## config.mk

```make
export PLATFORM = sky130hd
export DESIGN_NAME = lru_key_cache_top
export DESIGN_NICKNAME = d
export VERILOG_FILES = /design/src/sv/lkc_pkg.sv /design/src/sv/lkc_regs.sv /design/src/sv/lkc_core.sv /design/src/sv/lru_key_cache_top.sv
export VERILOG_INCLUDE_DIRS = /design/src /design/src/sv
export SDC_FILE = /design/constraint.sdc
export NUM_CORES = 1
export LEC_CHECK = 0
export BUFFER_PORTS_ARGS = -buffer_cell sky130_fd_sc_hd__clkbuf_2
export CORE_MARGIN = 8
export CORE_UTILIZATION = 52
export DETAILED_ROUTE_END_ITERATION = 12
export HOLD_SLACK_MARGIN = 0.03
export PLACE_DENSITY_LB_ADDON = 0.25
export SKIP_CTS_REPAIR_TIMING = 1
export SYNTH_ARGS = -nofsm -noshare
export SYNTH_HDL_FRONTEND = slang
export SYNTH_SLANG_ARGS = --single-unit
```

## constraint.sdc

```tcl
create_clock -name i_clk -period 4.2 [get_ports i_clk]
set_clock_uncertainty 0.1 [all_clocks]
set_input_delay 0.21 -clock i_clk [delete_from_list [all_inputs] [get_ports i_clk]]
set_output_delay 0.21 -clock i_clk [all_outputs]
set_load 0.01 [all_outputs]
```

## src/sv/lru_key_cache_top_assert.svh

```systemverilog
// assertion helpers, clocked on i_clk and held off while i_rst_n is low
`ifndef LRU_KEY_CACHE_TOP_ASSERT_SVH
`define LRU_KEY_CACHE_TOP_ASSERT_SVH

// same-cycle implication
`define LKC_ASSERT_IMP(label, ante, cons) \
    label: assert property (@(posedge i_clk) disable iff (!i_rst_n) (ante) |-> (cons)) \
        else $error("lru_key_cache: same-cycle check failed");

// next-cycle implication
`define LKC_ASSERT_NEXT(label, ante, cons) \
    label: assert property (@(posedge i_clk) disable iff (!i_rst_n) (ante) |=> (cons)) \
        else $error("lru_key_cache: next-cycle check failed");

`endif

```

## src/sv/lkc_pkg.sv

```systemverilog
`timescale 1ns / 1ps

package lkc_pkg;

    localparam int ENTRIES   = 4;
    localparam int KEY_BITS  = 32;
    localparam int SLOT_BITS = $clog2(ENTRIES);
    localparam int RANK_BITS = $clog2(ENTRIES);
    localparam int CNT_BITS  = 3;

    localparam int ADDR_BITS = 3;
    localparam int DATA_BITS = 32;

    // register index, taken from paddr[2]
    localparam logic REG_CAPACITY = 1'b0;
    localparam logic [CNT_BITS-1:0] CAP_RESET = 3'd4;

    localparam logic [2:0] ST_ACC_HIT  = 3'd0;
    localparam logic [2:0] ST_ACC_MISS = 3'd1;
    localparam logic [2:0] ST_INS_HIT  = 3'd2;
    localparam logic [2:0] ST_INSERTED = 3'd3;
    localparam logic [2:0] ST_EVICTED  = 3'd4;

    typedef logic [SLOT_BITS-1:0] t_slot;
    typedef logic [RANK_BITS-1:0] t_rank;

    typedef struct packed {
        logic                action;
        logic [KEY_BITS-1:0] key;
    } t_lkc_in;

    typedef struct packed {
        logic [2:0]          status;
        logic [KEY_BITS-1:0] evicted_key;
        logic [CNT_BITS-1:0] occupancy;
    } t_lkc_out;

endpackage

```

## src/sv/lkc_regs.sv

```systemverilog
`timescale 1ns / 1ps

module lkc_regs
    import lkc_pkg::*;
(
    input  logic                 i_clk,
    input  logic                 i_rst_n,
    input  logic                 psel,
    input  logic                 penable,
    input  logic                 pwrite,
    input  logic [ADDR_BITS-1:0] paddr,
    input  logic [DATA_BITS-1:0] pwdata,
    output logic [DATA_BITS-1:0] prdata,
    output logic                 pready,
    output logic [CNT_BITS-1:0]  o_eff_cap
);

    logic [CNT_BITS-1:0] r_capacity;
    logic                wr_cap;

    assign pready = 1'b1;
    assign wr_cap = psel && penable && pwrite && (paddr[2] == REG_CAPACITY);

    always_ff @(posedge i_clk) begin
        if (!i_rst_n) begin
            r_capacity <= CAP_RESET;
        end else if (wr_cap) begin
            r_capacity <= pwdata[CNT_BITS-1:0];
        end
    end

    always_comb begin
        prdata = '0;
        if (paddr[2] == REG_CAPACITY) begin
            prdata = DATA_BITS'(r_capacity);
        end
    end

    // zero acts as one, anything above the entry count saturates
    always_comb begin
        if (r_capacity == '0) begin
            o_eff_cap = CNT_BITS'(1);
        end else if (r_capacity > CNT_BITS'(ENTRIES)) begin
            o_eff_cap = CNT_BITS'(ENTRIES);
        end else begin
            o_eff_cap = r_capacity;
        end
    end

endmodule

```

## src/sv/lkc_core.sv

```systemverilog
`timescale 1ns / 1ps

module lkc_core
    import lkc_pkg::*;
(
    input  logic                i_clk,
    input  logic                i_rst_n,
    input  logic                i_go,
    input  t_lkc_in             i_req,
    input  logic [CNT_BITS-1:0] i_eff_cap,
    output t_lkc_out            o_rsp
);

    logic [KEY_BITS-1:0] r_key [ENTRIES];
    logic [ENTRIES-1:0]  r_valid;
    t_rank               r_rank [ENTRIES];
    logic [CNT_BITS-1:0] r_count;

    logic [KEY_BITS-1:0] n_key [ENTRIES];
    logic [ENTRIES-1:0]  n_valid;
    t_rank               n_rank [ENTRIES];
    logic [CNT_BITS-1:0] n_count;

    always_comb begin
        logic                hit, free_any, vic_any, upd, wr;
        t_slot               hit_idx, free_idx, vic_idx, p_idx;
        t_rank               hit_rank, vic_rank;
        logic [CNT_BITS-1:0] p_thr;
        logic [KEY_BITS-1:0] vic_key, evicted;
        logic [2:0]          status;

        hit = 1'b0; free_any = 1'b0; vic_any = 1'b0;
        hit_idx = '0; free_idx = '0; vic_idx = '0;
        hit_rank = '0; vic_rank = '0; vic_key = '0;
        upd = 1'b0; wr = 1'b0; p_idx = '0; p_thr = '0;
        evicted = '0;
        status = ST_ACC_MISS;
        n_key = r_key;
        n_valid = r_valid;
        n_rank = r_rank;
        n_count = r_count;

        // walk downward so the lowest matching slot wins
        for (int i = ENTRIES - 1; i >= 0; i--) begin
            if (r_valid[i] && (r_key[i] == i_req.key)) begin
                hit = 1'b1;
                hit_idx = SLOT_BITS'(i);
                hit_rank = r_rank[i];
            end
            if (!r_valid[i]) begin
                free_any = 1'b1;
                free_idx = SLOT_BITS'(i);
            end
            // least recent entry carries rank count-1
            if (r_valid[i] && (CNT_BITS'(r_rank[i]) == r_count - CNT_BITS'(1))) begin
                vic_any = 1'b1;
                vic_idx = SLOT_BITS'(i);
                vic_rank = r_rank[i];
                vic_key = r_key[i];
            end
        end

        if (hit) begin
            status = i_req.action ? ST_INS_HIT : ST_ACC_HIT;
            upd = 1'b1;
            p_idx = hit_idx;
            p_thr = CNT_BITS'(hit_rank);
        end else if (!i_req.action) begin
            status = ST_ACC_MISS;
        end else if (r_count < i_eff_cap) begin
            status = ST_INSERTED;
            if (free_any) begin
                // every valid entry ages by one
                upd = 1'b1;
                wr = 1'b1;
                p_idx = free_idx;
                p_thr = r_count;
                n_valid[free_idx] = 1'b1;
                n_count = r_count + CNT_BITS'(1);
            end
        end else if (vic_any) begin
            status = ST_EVICTED;
            evicted = vic_key;
            upd = 1'b1;
            wr = 1'b1;
            p_idx = vic_idx;
            p_thr = CNT_BITS'(vic_rank);
        end else begin
            status = ST_INSERTED;
        end

        if (upd) begin
            for (int i = 0; i < ENTRIES; i++) begin
                if (SLOT_BITS'(i) == p_idx) begin
                    n_rank[i] = '0;
                    if (wr) begin
                        n_key[i] = i_req.key;
                    end
                end else if (r_valid[i] && (CNT_BITS'(r_rank[i]) < p_thr)) begin
                    n_rank[i] = r_rank[i] + RANK_BITS'(1);
                end
            end
        end

        o_rsp.status = status;
        o_rsp.evicted_key = evicted;
        o_rsp.occupancy = n_count;
    end

    always_ff @(posedge i_clk) begin
        if (!i_rst_n) begin
            r_valid <= '0;
            r_count <= '0;
            for (int i = 0; i < ENTRIES; i++) begin
                r_rank[i] <= '0;
            end
        end else if (i_go) begin
            r_valid <= n_valid;
            r_count <= n_count;
            r_rank <= n_rank;
        end
    end

    always_ff @(posedge i_clk) begin
        if (i_go) begin
            r_key <= n_key;
        end
    end

`include "lru_key_cache_top_assert.svh"

    `LKC_ASSERT_IMP(a_count_matches_valid, 1'b1, $countones(r_valid) == 32'(r_count))
    `LKC_ASSERT_NEXT(a_miss_keeps_state, i_go && (o_rsp.status == ST_ACC_MISS),
        $stable(r_valid) && $stable(r_count))
    `LKC_ASSERT_NEXT(a_evict_keeps_count, i_go && (o_rsp.status == ST_EVICTED),
        $stable(r_count) && $stable(r_valid))

endmodule

```

## src/sv/lru_key_cache_top.sv

```systemverilog
`timescale 1ns / 1ps
// channel  | valid       | stall       | payload
// ---------+-------------+-------------+------------------------------------
// request  | i_in_valid  | o_in_stall  | i_in_data  (action, key)
// result   | o_out_valid | i_out_stall | o_out_data (status, evicted_key, occupancy)
// config   | psel/penable/pwrite, pready tied high, capacity at byte address 0
//
// one request per cycle unless the result stalls; results leave through the lookup and result registers
// the rate is set by the single lookup stage: four key compares and the rank update
// reset is synchronous: clears valid bits, ranks and occupancy, capacity returns to 4
// a stalled result holds the lookup stage, which then stalls the request side

module lru_key_cache_top
    import lkc_pkg::*;
(
    input  logic                 i_clk,
    input  logic                 i_rst_n,
    input  logic                 i_in_valid,
    output logic                 o_in_stall,
    input  t_lkc_in              i_in_data,
    output logic                 o_out_valid,
    input  logic                 i_out_stall,
    output t_lkc_out             o_out_data,
    input  logic                 psel,
    input  logic                 penable,
    input  logic                 pwrite,
    input  logic [ADDR_BITS-1:0] paddr,
    input  logic [DATA_BITS-1:0] pwdata,
    output logic [DATA_BITS-1:0] prdata,
    output logic                 pready
);

    logic                r_s1_valid, n_s1_valid;
    t_lkc_in             r_s1_data;
    logic                r_out_valid, n_out_valid;
    t_lkc_out            r_out_data;
    logic                go, accept_in;
    logic [CNT_BITS-1:0] eff_cap;
    t_lkc_out            rsp;

    lkc_regs u_regs (
        .i_clk     (i_clk),
        .i_rst_n   (i_rst_n),
        .psel      (psel),
        .penable   (penable),
        .pwrite    (pwrite),
        .paddr     (paddr),
        .pwdata    (pwdata),
        .prdata    (prdata),
        .pready    (pready),
        .o_eff_cap (eff_cap)
    );

    lkc_core u_core (
        .i_clk     (i_clk),
        .i_rst_n   (i_rst_n),
        .i_go      (go),
        .i_req     (r_s1_data),
        .i_eff_cap (eff_cap),
        .o_rsp     (rsp)
    );

    // the lookup stage moves on when the result register is free or draining
    assign go = r_s1_valid && (!r_out_valid || !i_out_stall);
    assign o_in_stall = r_s1_valid && !go;
    assign accept_in = i_in_valid && !o_in_stall;

    always_comb begin
        n_s1_valid = r_s1_valid;
        if (accept_in) begin
            n_s1_valid = 1'b1;
        end else if (go) begin
            n_s1_valid = 1'b0;
        end
        n_out_valid = r_out_valid;
        if (go) begin
            n_out_valid = 1'b1;
        end else if (!i_out_stall) begin
            n_out_valid = 1'b0;
        end
    end

    always_ff @(posedge i_clk) begin
        if (!i_rst_n) begin
            r_s1_valid <= 1'b0;
            r_out_valid <= 1'b0;
        end else begin
            r_s1_valid <= n_s1_valid;
            r_out_valid <= n_out_valid;
        end
    end

    always_ff @(posedge i_clk) begin
        if (accept_in) begin
            r_s1_data <= i_in_data;
        end
        if (go) begin
            r_out_data <= rsp;
        end
    end

    assign o_out_valid = r_out_valid;
    assign o_out_data = r_out_data;

`include "lru_key_cache_top_assert.svh"

    `LKC_ASSERT_IMP(a_stall_only_when_busy, o_in_stall, r_s1_valid && r_out_valid)
    `LKC_ASSERT_NEXT(a_go_fills_result, go, r_out_valid)
    `LKC_ASSERT_NEXT(a_stalled_result_holds, o_out_valid && i_out_stall,
        o_out_valid && $stable(o_out_data))

endmodule
```

Word-level counts from Yosys, hierarchy flattened:

Index checks and enable logic that the tools add are counted.

* input port bits: 75
* register bits after elaboration: 219
* output and inout bits: 73

* order comparisons: 8
* equality and inequality tests: 12
* bitwise gates (word level): 5
* add/subtract/negate cells: 6
* reductions and logical operators: 41
* muxes and demuxes: 78

Operators by type and width (count)
* $eq 32x32->1: 4
* $mux 32: 4
* $mux 2: 35
* $mux 3: 15
* $mux 1: 23
* $logic_and 1x1->1: 19
* $reduce_and 4->1: 4
* $eq 2x3->1: 4
* $lt 2x3->1: 4
* $reduce_and 3->1: 4
* $reduce_bool 2->1: 5
* $add 2x1->2 const B: 4
* $reduce_and 5->1: 1
* $eq 2x2->1 const A: 2
* $logic_not 1->1: 4
* $not 1->1: 4
* $or 4x4->4: 1
* $reduce_or 4->1: 1
* $add 3x1->3 const B: 1
* $gt 3x3->1 const B: 1
* $logic_not 3->1: 1
* $lt 2x3->1 const B: 1
* $lt 3x3->1: 1
* $sub 3x1->3 const B: 1
* 6 further kinds: 6

Logic depth before layout (Yosys ltp):

Gate-level depths: netlist of the first run.

* word-level depth: 15
* depth in mapped cells: 20
* mapped depth without buffers: 17

Hierarchy:

From an unflattened synthesis of the first run, not the netlist that was laid out.

* cell total of the unflattened synthesis: 914
* area, all modules: 10825.4 um^2

Modules (own cells, without submodules)
* lkc_core: seq. area each 4144.0 um^2, area each 8197.9 um^2, times used 1, cells each 782
* lru_key_cache_top: seq. area each 2172.1 um^2, area each 2215.9 um^2, times used 1, cells each 79
* lkc_regs: seq. area each 60.1 um^2, area each 411.6 um^2, times used 1, cells each 53

Worst setup path after synthesis of the first run:

OpenSTA, ideal clock, no wires.

* path type: reg-to-reg
* start: register u_core.r_count[0]
* end: register u_core.r_key[100] in the netlist's numbering, enable pin
* stages on the path, launching flop included: 13
* period minus slack after synthesis: 4.517 ns
* buffers on the path: 2
* arrival: 3.996 ns
* required time: 3.679 ns
* slack: -0.317 ns
* cells stage by stage: dfxtp_1 buf_2 inv_1 ha_1 buf_2 xnor2_1 or4_4 and2_4 o2111ai_1 nand2_1 o31ai_1 or2b_2 nor2_1

* word-level cells in the longest chain between the ends: 13

RTL lines
* start: declaration: RTL line lkc_core.sv:17 `logic [CNT_BITS-1:0] r_count;`
* start signal: assignment: RTL line lkc_core.sv:119 `r_count <= n_count;`
* $sub 3x1->3: RTL line lkc_core.sv:55 `if (r_valid[i] && (CNT_BITS'(r_rank[i]) == r_count - CNT_BITS'(1))) begin`
* $eq 2x3->1: RTL line lkc_core.sv:55
* $logic_and 1x1->1: RTL line lkc_core.sv:55
* $mux 2 or $mux 1 (tied branches) (4 in series): RTL line lkc_core.sv:55
* $mux 2: RTL line lkc_core.sv:81 `end else if (vic_any) begin`
* $mux 2: RTL line lkc_core.sv:70 `end else if (r_count < i_eff_cap) begin`
* $mux 2: RTL line lkc_core.sv:68 `end else if (!i_req.action) begin`
* $mux 2: RTL line lkc_core.sv:63 `if (hit) begin`
* $logic_not 2->1: RTL line lkc_core.sv:94 `if (SLOT_BITS'(i) == p_idx) begin`
* $reduce_and 4->1 (no line) (*)
* end signal: assignment: RTL line lkc_core.sv:126 `r_key <= n_key;`
* end: declaration: RTL line lkc_core.sv:14 `logic [KEY_BITS-1:0] r_key [ENTRIES];`

Every way passes the cells marked *; elsewhere a longest branch is shown, timed or not.
A chain may end at the register's enable or synchronous reset.

Final worst setup path of the first run:

* start: register r_s1_data[23] in the netlist's numbering
* end: register u_core.r_rank[7] in the netlist's numbering

* word-level cells in the longest chain between the ends: 11

RTL lines
* start: declaration: RTL line lru_key_cache_top.sv:34 `t_lkc_in r_s1_data;`
* start signal: assignment: RTL line lru_key_cache_top.sv:95 `r_s1_data <= i_in_data;`
* $eq 32x32->1: RTL line lkc_core.sv:45 `if (r_valid[i] && (r_key[i] == i_req.key)) begin`
* $logic_and 1x1->1: RTL line lkc_core.sv:45
* $mux 2 or $mux 1 (tied branches) (4 in series): RTL line lkc_core.sv:45
* $mux 3: RTL line lkc_core.sv:63
* $lt 2x3->1: RTL line lkc_core.sv:99 `end else if (r_valid[i] && (CNT_BITS'(r_rank[i]) < p_thr)) begin`
* $logic_and 1x1->1: RTL line lkc_core.sv:99
* $reduce_bool 2->1 (no line)
* $reduce_and 3->1 (no line)
* end signal: assignment: RTL line lkc_core.sv:120 `r_rank <= n_rank;`
* end: declaration: RTL line lkc_core.sv:16 `t_rank r_rank [ENTRIES];`

Parallel ways exist; a longest one is shown, timed or not.

==> run metrics, run 1 <==
max cap viols=0; synthesis-stage register bit count=219; Layout Cell Area excl Fill=roughly 13000 sq um; Combinational Power Share=between 7 and 8%; Initial DRT Pass Iterations=6; CP max-delay cell=edfxtp_1; root buf cell=clkbuf_16; Slew Viols, Final=0; most frequent cells in the layout=edfxtp_1, nor2_1, clkbuf_2, xor2_1, xnor2_1; FP Rows=53; Critical Path AT=roughly 4400 ps; Synth Cell Area=10900 sq um; Slew @ Worst Pin=roughly 930 ps; Initial Util=around 53%; CTS Buf Count=24; min-delay src=penable; Clock Path Buffers=3; Synth Flop Type=edfxtp_1; Final Core Density=between 60% and 70%; Hold WS=about 48 ps; Internal=approximately 3.7 mW; Hold EP=u_regs.r_capacity[1]; Final min period=roughly 4000 ps; Final setup viols=0; crit path kind=reg -> reg; vias=roughly 7900; register area share after synthesis=between 50% and 60%; Reg power frac=51.1%; vias in the first global route=between 7000 and 8000; critical-path maximum fanout=8; FF-to-FF End=u_core.r_rank[7]; largest net degree at the start of global routing=37; port bufs=86; final setup TNS=0 ps; Clk pwr share=41.7%; Sw Pwr=between 1 and 1.5 mW; unique cell type count in the Yosys netlist=70; worst hold path type=in -> reg; r2r worst-path depth=12; antenna cell count=0; routed length per placed instance=between 20 and 25 microns; DP HPWL=between 20 and 25 mm; clock sink count=about 220; Worst-Skew Late Latency=between 500 and 600 ps; Remaining DRCs=0; initial antenna violation count=0; Leak=between 4 and 5 nW; dpl ws=around 260 ps; Worst Setup End Kind=flop; die width=between 150 and 200 microns; worst vdd ir=0.000305 V; Tcrit/Tclk final=between 90% and 100%; post-route insts no fill=1363; cells after synthesis=just over 900; Sw Share=between 20% and 30%; Post-synth EDFFs=slightly below 200; CP top delay family=simple AND/OR/NAND/NOR gates; 1st-iter DRT viols=between 800 and 900; GP Congestion=around 0.97; Routed WL=30.2 mm; outcome=finished clean; share of post-route cells with drive strength above 1=17.5%; crit-path cells=xnor2_1, nand2_1, a2111o_1, or4_4, or2_2, a32oi_1, o21a_1, ha_1, nor2_1, o211ai_1, or4b_1, a31oi_1; Core Area=about 21000 sq um; Slew Limit Headroom=approximately two fifths; height of the die=about 160 microns; Clock transition at path regs=60 ps; RSZ-0062 raised after global routing=false; R2R Setup Slk=between 150 and 200 ps; grt ovf=0; worst r2r src=r_s1_data[23]; P&R area growth vs syn=18.2%; GRT Total Usage=between 20% and 30%; Antenna Nets Post-Route=0; Setup WS post-layout=188 ps; Pwr Total=slightly below 5 mW; CP peak stage delay=roughly 530 ps; Via density=slightly below 6; CP bufs+invs=0; net count reported at finish=1154; commonest non-fill, non-tap cell in the layout=edfxtp_1; DP Area=11800 sq um; CTS HTree Levels=1; die area=25900 sq um; Setup crit start kind=flop; Power Density=around 380 nW/um^2; first-pass GRT wire length=45.1 mm; Critical Path RT=around 4500 ps; final hold vios=0; CTS tree=built; fraction of registers with async set/reset=0%; Ports=between 100 and 150; number of cells after detailed placement=~1300; f_max=249 MHz; synthesized area per cell=approximately 12 sq um; Worst Hold Depth=4; Ys Warns=0
-- worst min-delay path: stages --
cell and delay (ps):
clkbuf_2 80, nand4b_1 180, mux2i_1 100, nor2_1 70
-- Yosys cell counts (all sizes together) (2+ instances only) --
cell type    n  area share, %
xnor2       62            5.0
or4          6           0.48
nor4        25            1.5
o211ai       4           0.27
a31oi        4           0.23
and4         5           0.40
ha           9            1.0
o31ai        2           0.14
clkbuf      34            1.2
a21boi       3           0.31
and4b        2           0.18
a21oi       47            2.2
o221ai       3           0.30
nand4b       7           0.56
dfxtp       20            3.7
and2         4           0.27
nand2b      15           0.86
o21a         6           0.41
a211oi      38            2.7
nor2b        5           0.29
nand3       21           0.96
nand3b       3           0.21
o311ai       3           0.24
or3          2           0.11
or2          2           0.11
mux2i        4           0.37
o21ai       10           0.49
nor4b        2           0.16
nand2       34            1.2
and3         5           0.29
buf         40            2.5
edfxtp     199             55
xor2        72            5.8
o2111ai      6           0.48
nor2       107            3.7
a22oi       33            2.3
nor3         8           0.37
conb         2          0.069
inv         18           0.62
nand4       36            2.2
-- flip-flops by register name, summed over array words and instances (netlist names) --
register	count
o_out_data	38
u_core.r_count	3
r_s1_valid	1
o_out_valid	1
r_s1_data	33
u_regs.r_capacity	3
u_core.r_rank	8
u_core.r_valid	4
u_core.r_key	128
-- power by group through the flow --
stage	Combinational, mW	Sequential [mW]	Clock [mW]
finish	0.351	2.49	2.03
global route	0.377	2.50	2.14
CTS	0.320	2.49	2.06
detailed placement	0.318	2.54	0
global placement	0.317	2.54	0
floorplan	0.197	2.53	0
-- layout make-up --
cell class | instances | area [sq um]
Fill cell | 1681 | 7890
Sequential cell | 219 | 6380
Multi-Input combinational cell | 639 | 4230
Timing Repair Buffer | 167 | 1140
Clock buffer | 30 | 643
Tap cell | 275 | 344
Clock inverter | 14 | 128
Inverter | 19 | 71.3
-- routing by layer --
metal / up-vias / track usage (%) / routed length, microns
met5: - / 0 / 0
met3: 47 / 3.69 / 2090
met1: 3823 / 30.3 / 13000
met2: 309 / 37.7 / 14500
met4: 0 / 5.09 / 562
li1: 3692 / - / -
-- worst max-delay path by stage --
stage | start | end | depth (start not counted)
finish | r_s1_data[23] | u_core.r_rank[7] | 12
global placement | r_s1_data[0] | u_core.r_rank[7] | 12
global route | r_s1_data[20] | u_core.r_rank[7] | 12
detailed placement | r_s1_data[26] | u_core.r_rank[7] | 12
floorplan | o_out_valid | u_core.r_key[32] | 4
CTS | r_s1_data[26] | u_core.r_rank[7] | 12
-- cell families after synthesis --
| logic type | after synthesis | share of synthesized area (%) |
|---|---|---|
| AO/OA/AOI/OAI | 170 | 11.1 |
| XOR/XNOR | 134 | 10.7 |
| adder cells (fa/ha/maj) | 9 | 1.03 |
| buffers and inverters | 93 | 4.37 |
| flip-flops | 219 | 58.3 |
| multiplexers | 4 | 0.366 |
| other | 2 | 0.0687 |
| AND/OR/NAND/NOR | 292 | 14.0 |
Note: power is estimated with default switching activity, not from simulation.
==> inputs of run 2 (changes only) <==
Settings changed: BUFFER_PORTS_ARGS -buffer_cell sky130_fd_sc_hd__clkbuf_2 to -buffer_cell sky130_fd_sc_hd__buf_2.
==> run metrics, run 2 (synthesis gave the netlist of run 1 again) <==
Critical Path AT=4340 ps (was 4350 ps); first-pass GRT wire length=46.5 mm (was 45.1 mm); Remaining DRCs=0 (unchanged); share of post-route cells with drive strength above 1=17.2% (was 17.5%); Clock Path Buffers=3 (unchanged); Antenna Nets Post-Route=0 (unchanged); Largest Register=u_core.r_key (unchanged); Final setup viols=0 (unchanged); Clock transition at path regs=60 ps (about the same); P&R area growth vs syn=18.6% (was 18.2%); Critical Path RT=4540 ps (about the same); Leak=4.51 nW (was 4.50 nW); clock sink count=219 (unchanged); CTS HTree Levels=1 (unchanged); GRT Total Usage=23.0% (was 22.5%); Initial DRT Pass Iterations=5 (was 6); Worst-Skew Late Latency=530 ps (was 540 ps); crit path kind=reg -> reg (unchanged); worst vdd ir=0.000314 V (was 0.000305 V); commonest non-fill, non-tap cell in the layout=edfxtp_1 (unchanged); Routed WL=31.1 mm (was 30.2 mm); Setup WS post-layout=201 ps (was 188 ps); CTS tree=built (unchanged); die area=25900 sq um (unchanged); height of the die=161 microns (unchanged); Setup crit start kind=flop (unchanged); Power Density=385 nW/um^2 (was 377 nW/um^2); Pwr Total=4.99 mW (was 4.87 mW); max cap viols=0 (unchanged); Final Core Density=62.3% (was 62.1%); worst hold path type=in -> reg (unchanged); Ports=148 (unchanged); RSZ-0062 raised after global routing=false (unchanged); critical-path maximum fanout=8 (unchanged); net count reported at finish=1156 (was 1154); Slew Viols, Final=0 (unchanged); routed length per placed instance=22.8 microns (was 22.2 microns); dpl ws=273 ps (was 257 ps); Initial Util=52.5% (unchanged); initial antenna violation count=0 (unchanged); outcome=finished clean (unchanged); max reg flops=128 (unchanged); 1st-iter DRT viols=870 (was 896); Slew Limit Headroom=57.0% (was 38.0%); Core Area=20800 sq um (unchanged); vias in the first global route=7615 (was 7563); f_max=250 MHz (was 249 MHz); Tcrit/Tclk final=95.2% (was 95.5%); Via density=5.89 (was 5.77); CTS Buf Count=24 (unchanged); final hold vios=0 (unchanged); most frequent cells in the layout=edfxtp_1, nor2_1, buf_2, xor2_1, xnor2_1 (was edfxtp_1, nor2_1, clkbuf_2, xor2_1, xnor2_1); largest net degree at the start of global routing=45 (was 37); FP Rows=53 (unchanged); Slew @ Worst Pin=645 ps (was 927 ps); die width=161 microns (unchanged); GP Congestion=0.962 (was 0.971); Worst Setup End Kind=flop (unchanged); antenna cell count=0 (unchanged); root buf cell=clkbuf_16 (unchanged); vias=8027 (was 7871); grt ovf=0 (unchanged); R2R Setup Slk=200 ps (was 190 ps); DP HPWL=21.8 mm (was 21.6 mm); port bufs=86 (unchanged); Final min period=4000 ps (was 4010 ps)
run 2: layout make-up:
type	instances	area, sq um
Clock buffer	30	623
Clock inverter	12	170
Fill cell	1681	7850
Inverter	19	71.3
Multi-Input combinational cell	639	4220
Sequential cell	219	6380
Tap cell	275	344
Timing Repair Buffer	169	1170
run 2: final timing paths:
kind / cells after the start / end / start
max: 12 / u_core.r_rank[7] / r_s1_data[23]
min: 4 / u_regs.r_capacity[0] / pwrite
max reg2reg: 12 / u_core.r_rank[7] / r_s1_data[23]
min reg2reg: 2 / o_out_valid / r_s1_valid
run 2: metal layers:
metal,wire length [microns],share of wire (%),track usage [%]
met1,13100,42,30.7
met2,14900,48,37.8
met3,2280,7.3,4.30
met4,774,2.5,6.48
met5,0,0,0
run 2: critical path, cell delays in order, from the launching register on:
cell and delay [ps]:
edfxtp_1 530, xnor2_1 400, nand2_1 120, a2111o_1 400
or4_4 490, or2_2 300, a32oi_1 200, o21a_1 240
ha_1 260, nor2_1 140, o211ai_1 110, or4b_1 470
a31oi_1 160
run 2: power by group:
group          internal [mW]  total (mW)  leakage [nW]  switching [mW]
Combinational          0.139       0.356          2.13           0.217
Sequential              2.43        2.49          2.00          0.0564
Clock                   1.29        2.15         0.379           0.854
run 2: metrics by stage:
step,hold WS (ps),std cells,area [sq um],TNS (ps)
finish,76.5,1363,13000,0
detailed placement,288,1281,11800,0
CTS,-260,1323,12600,0
floorplan,209,951,11100,-775
global placement,287,1281,11800,0
global route,160,1363,13000,0
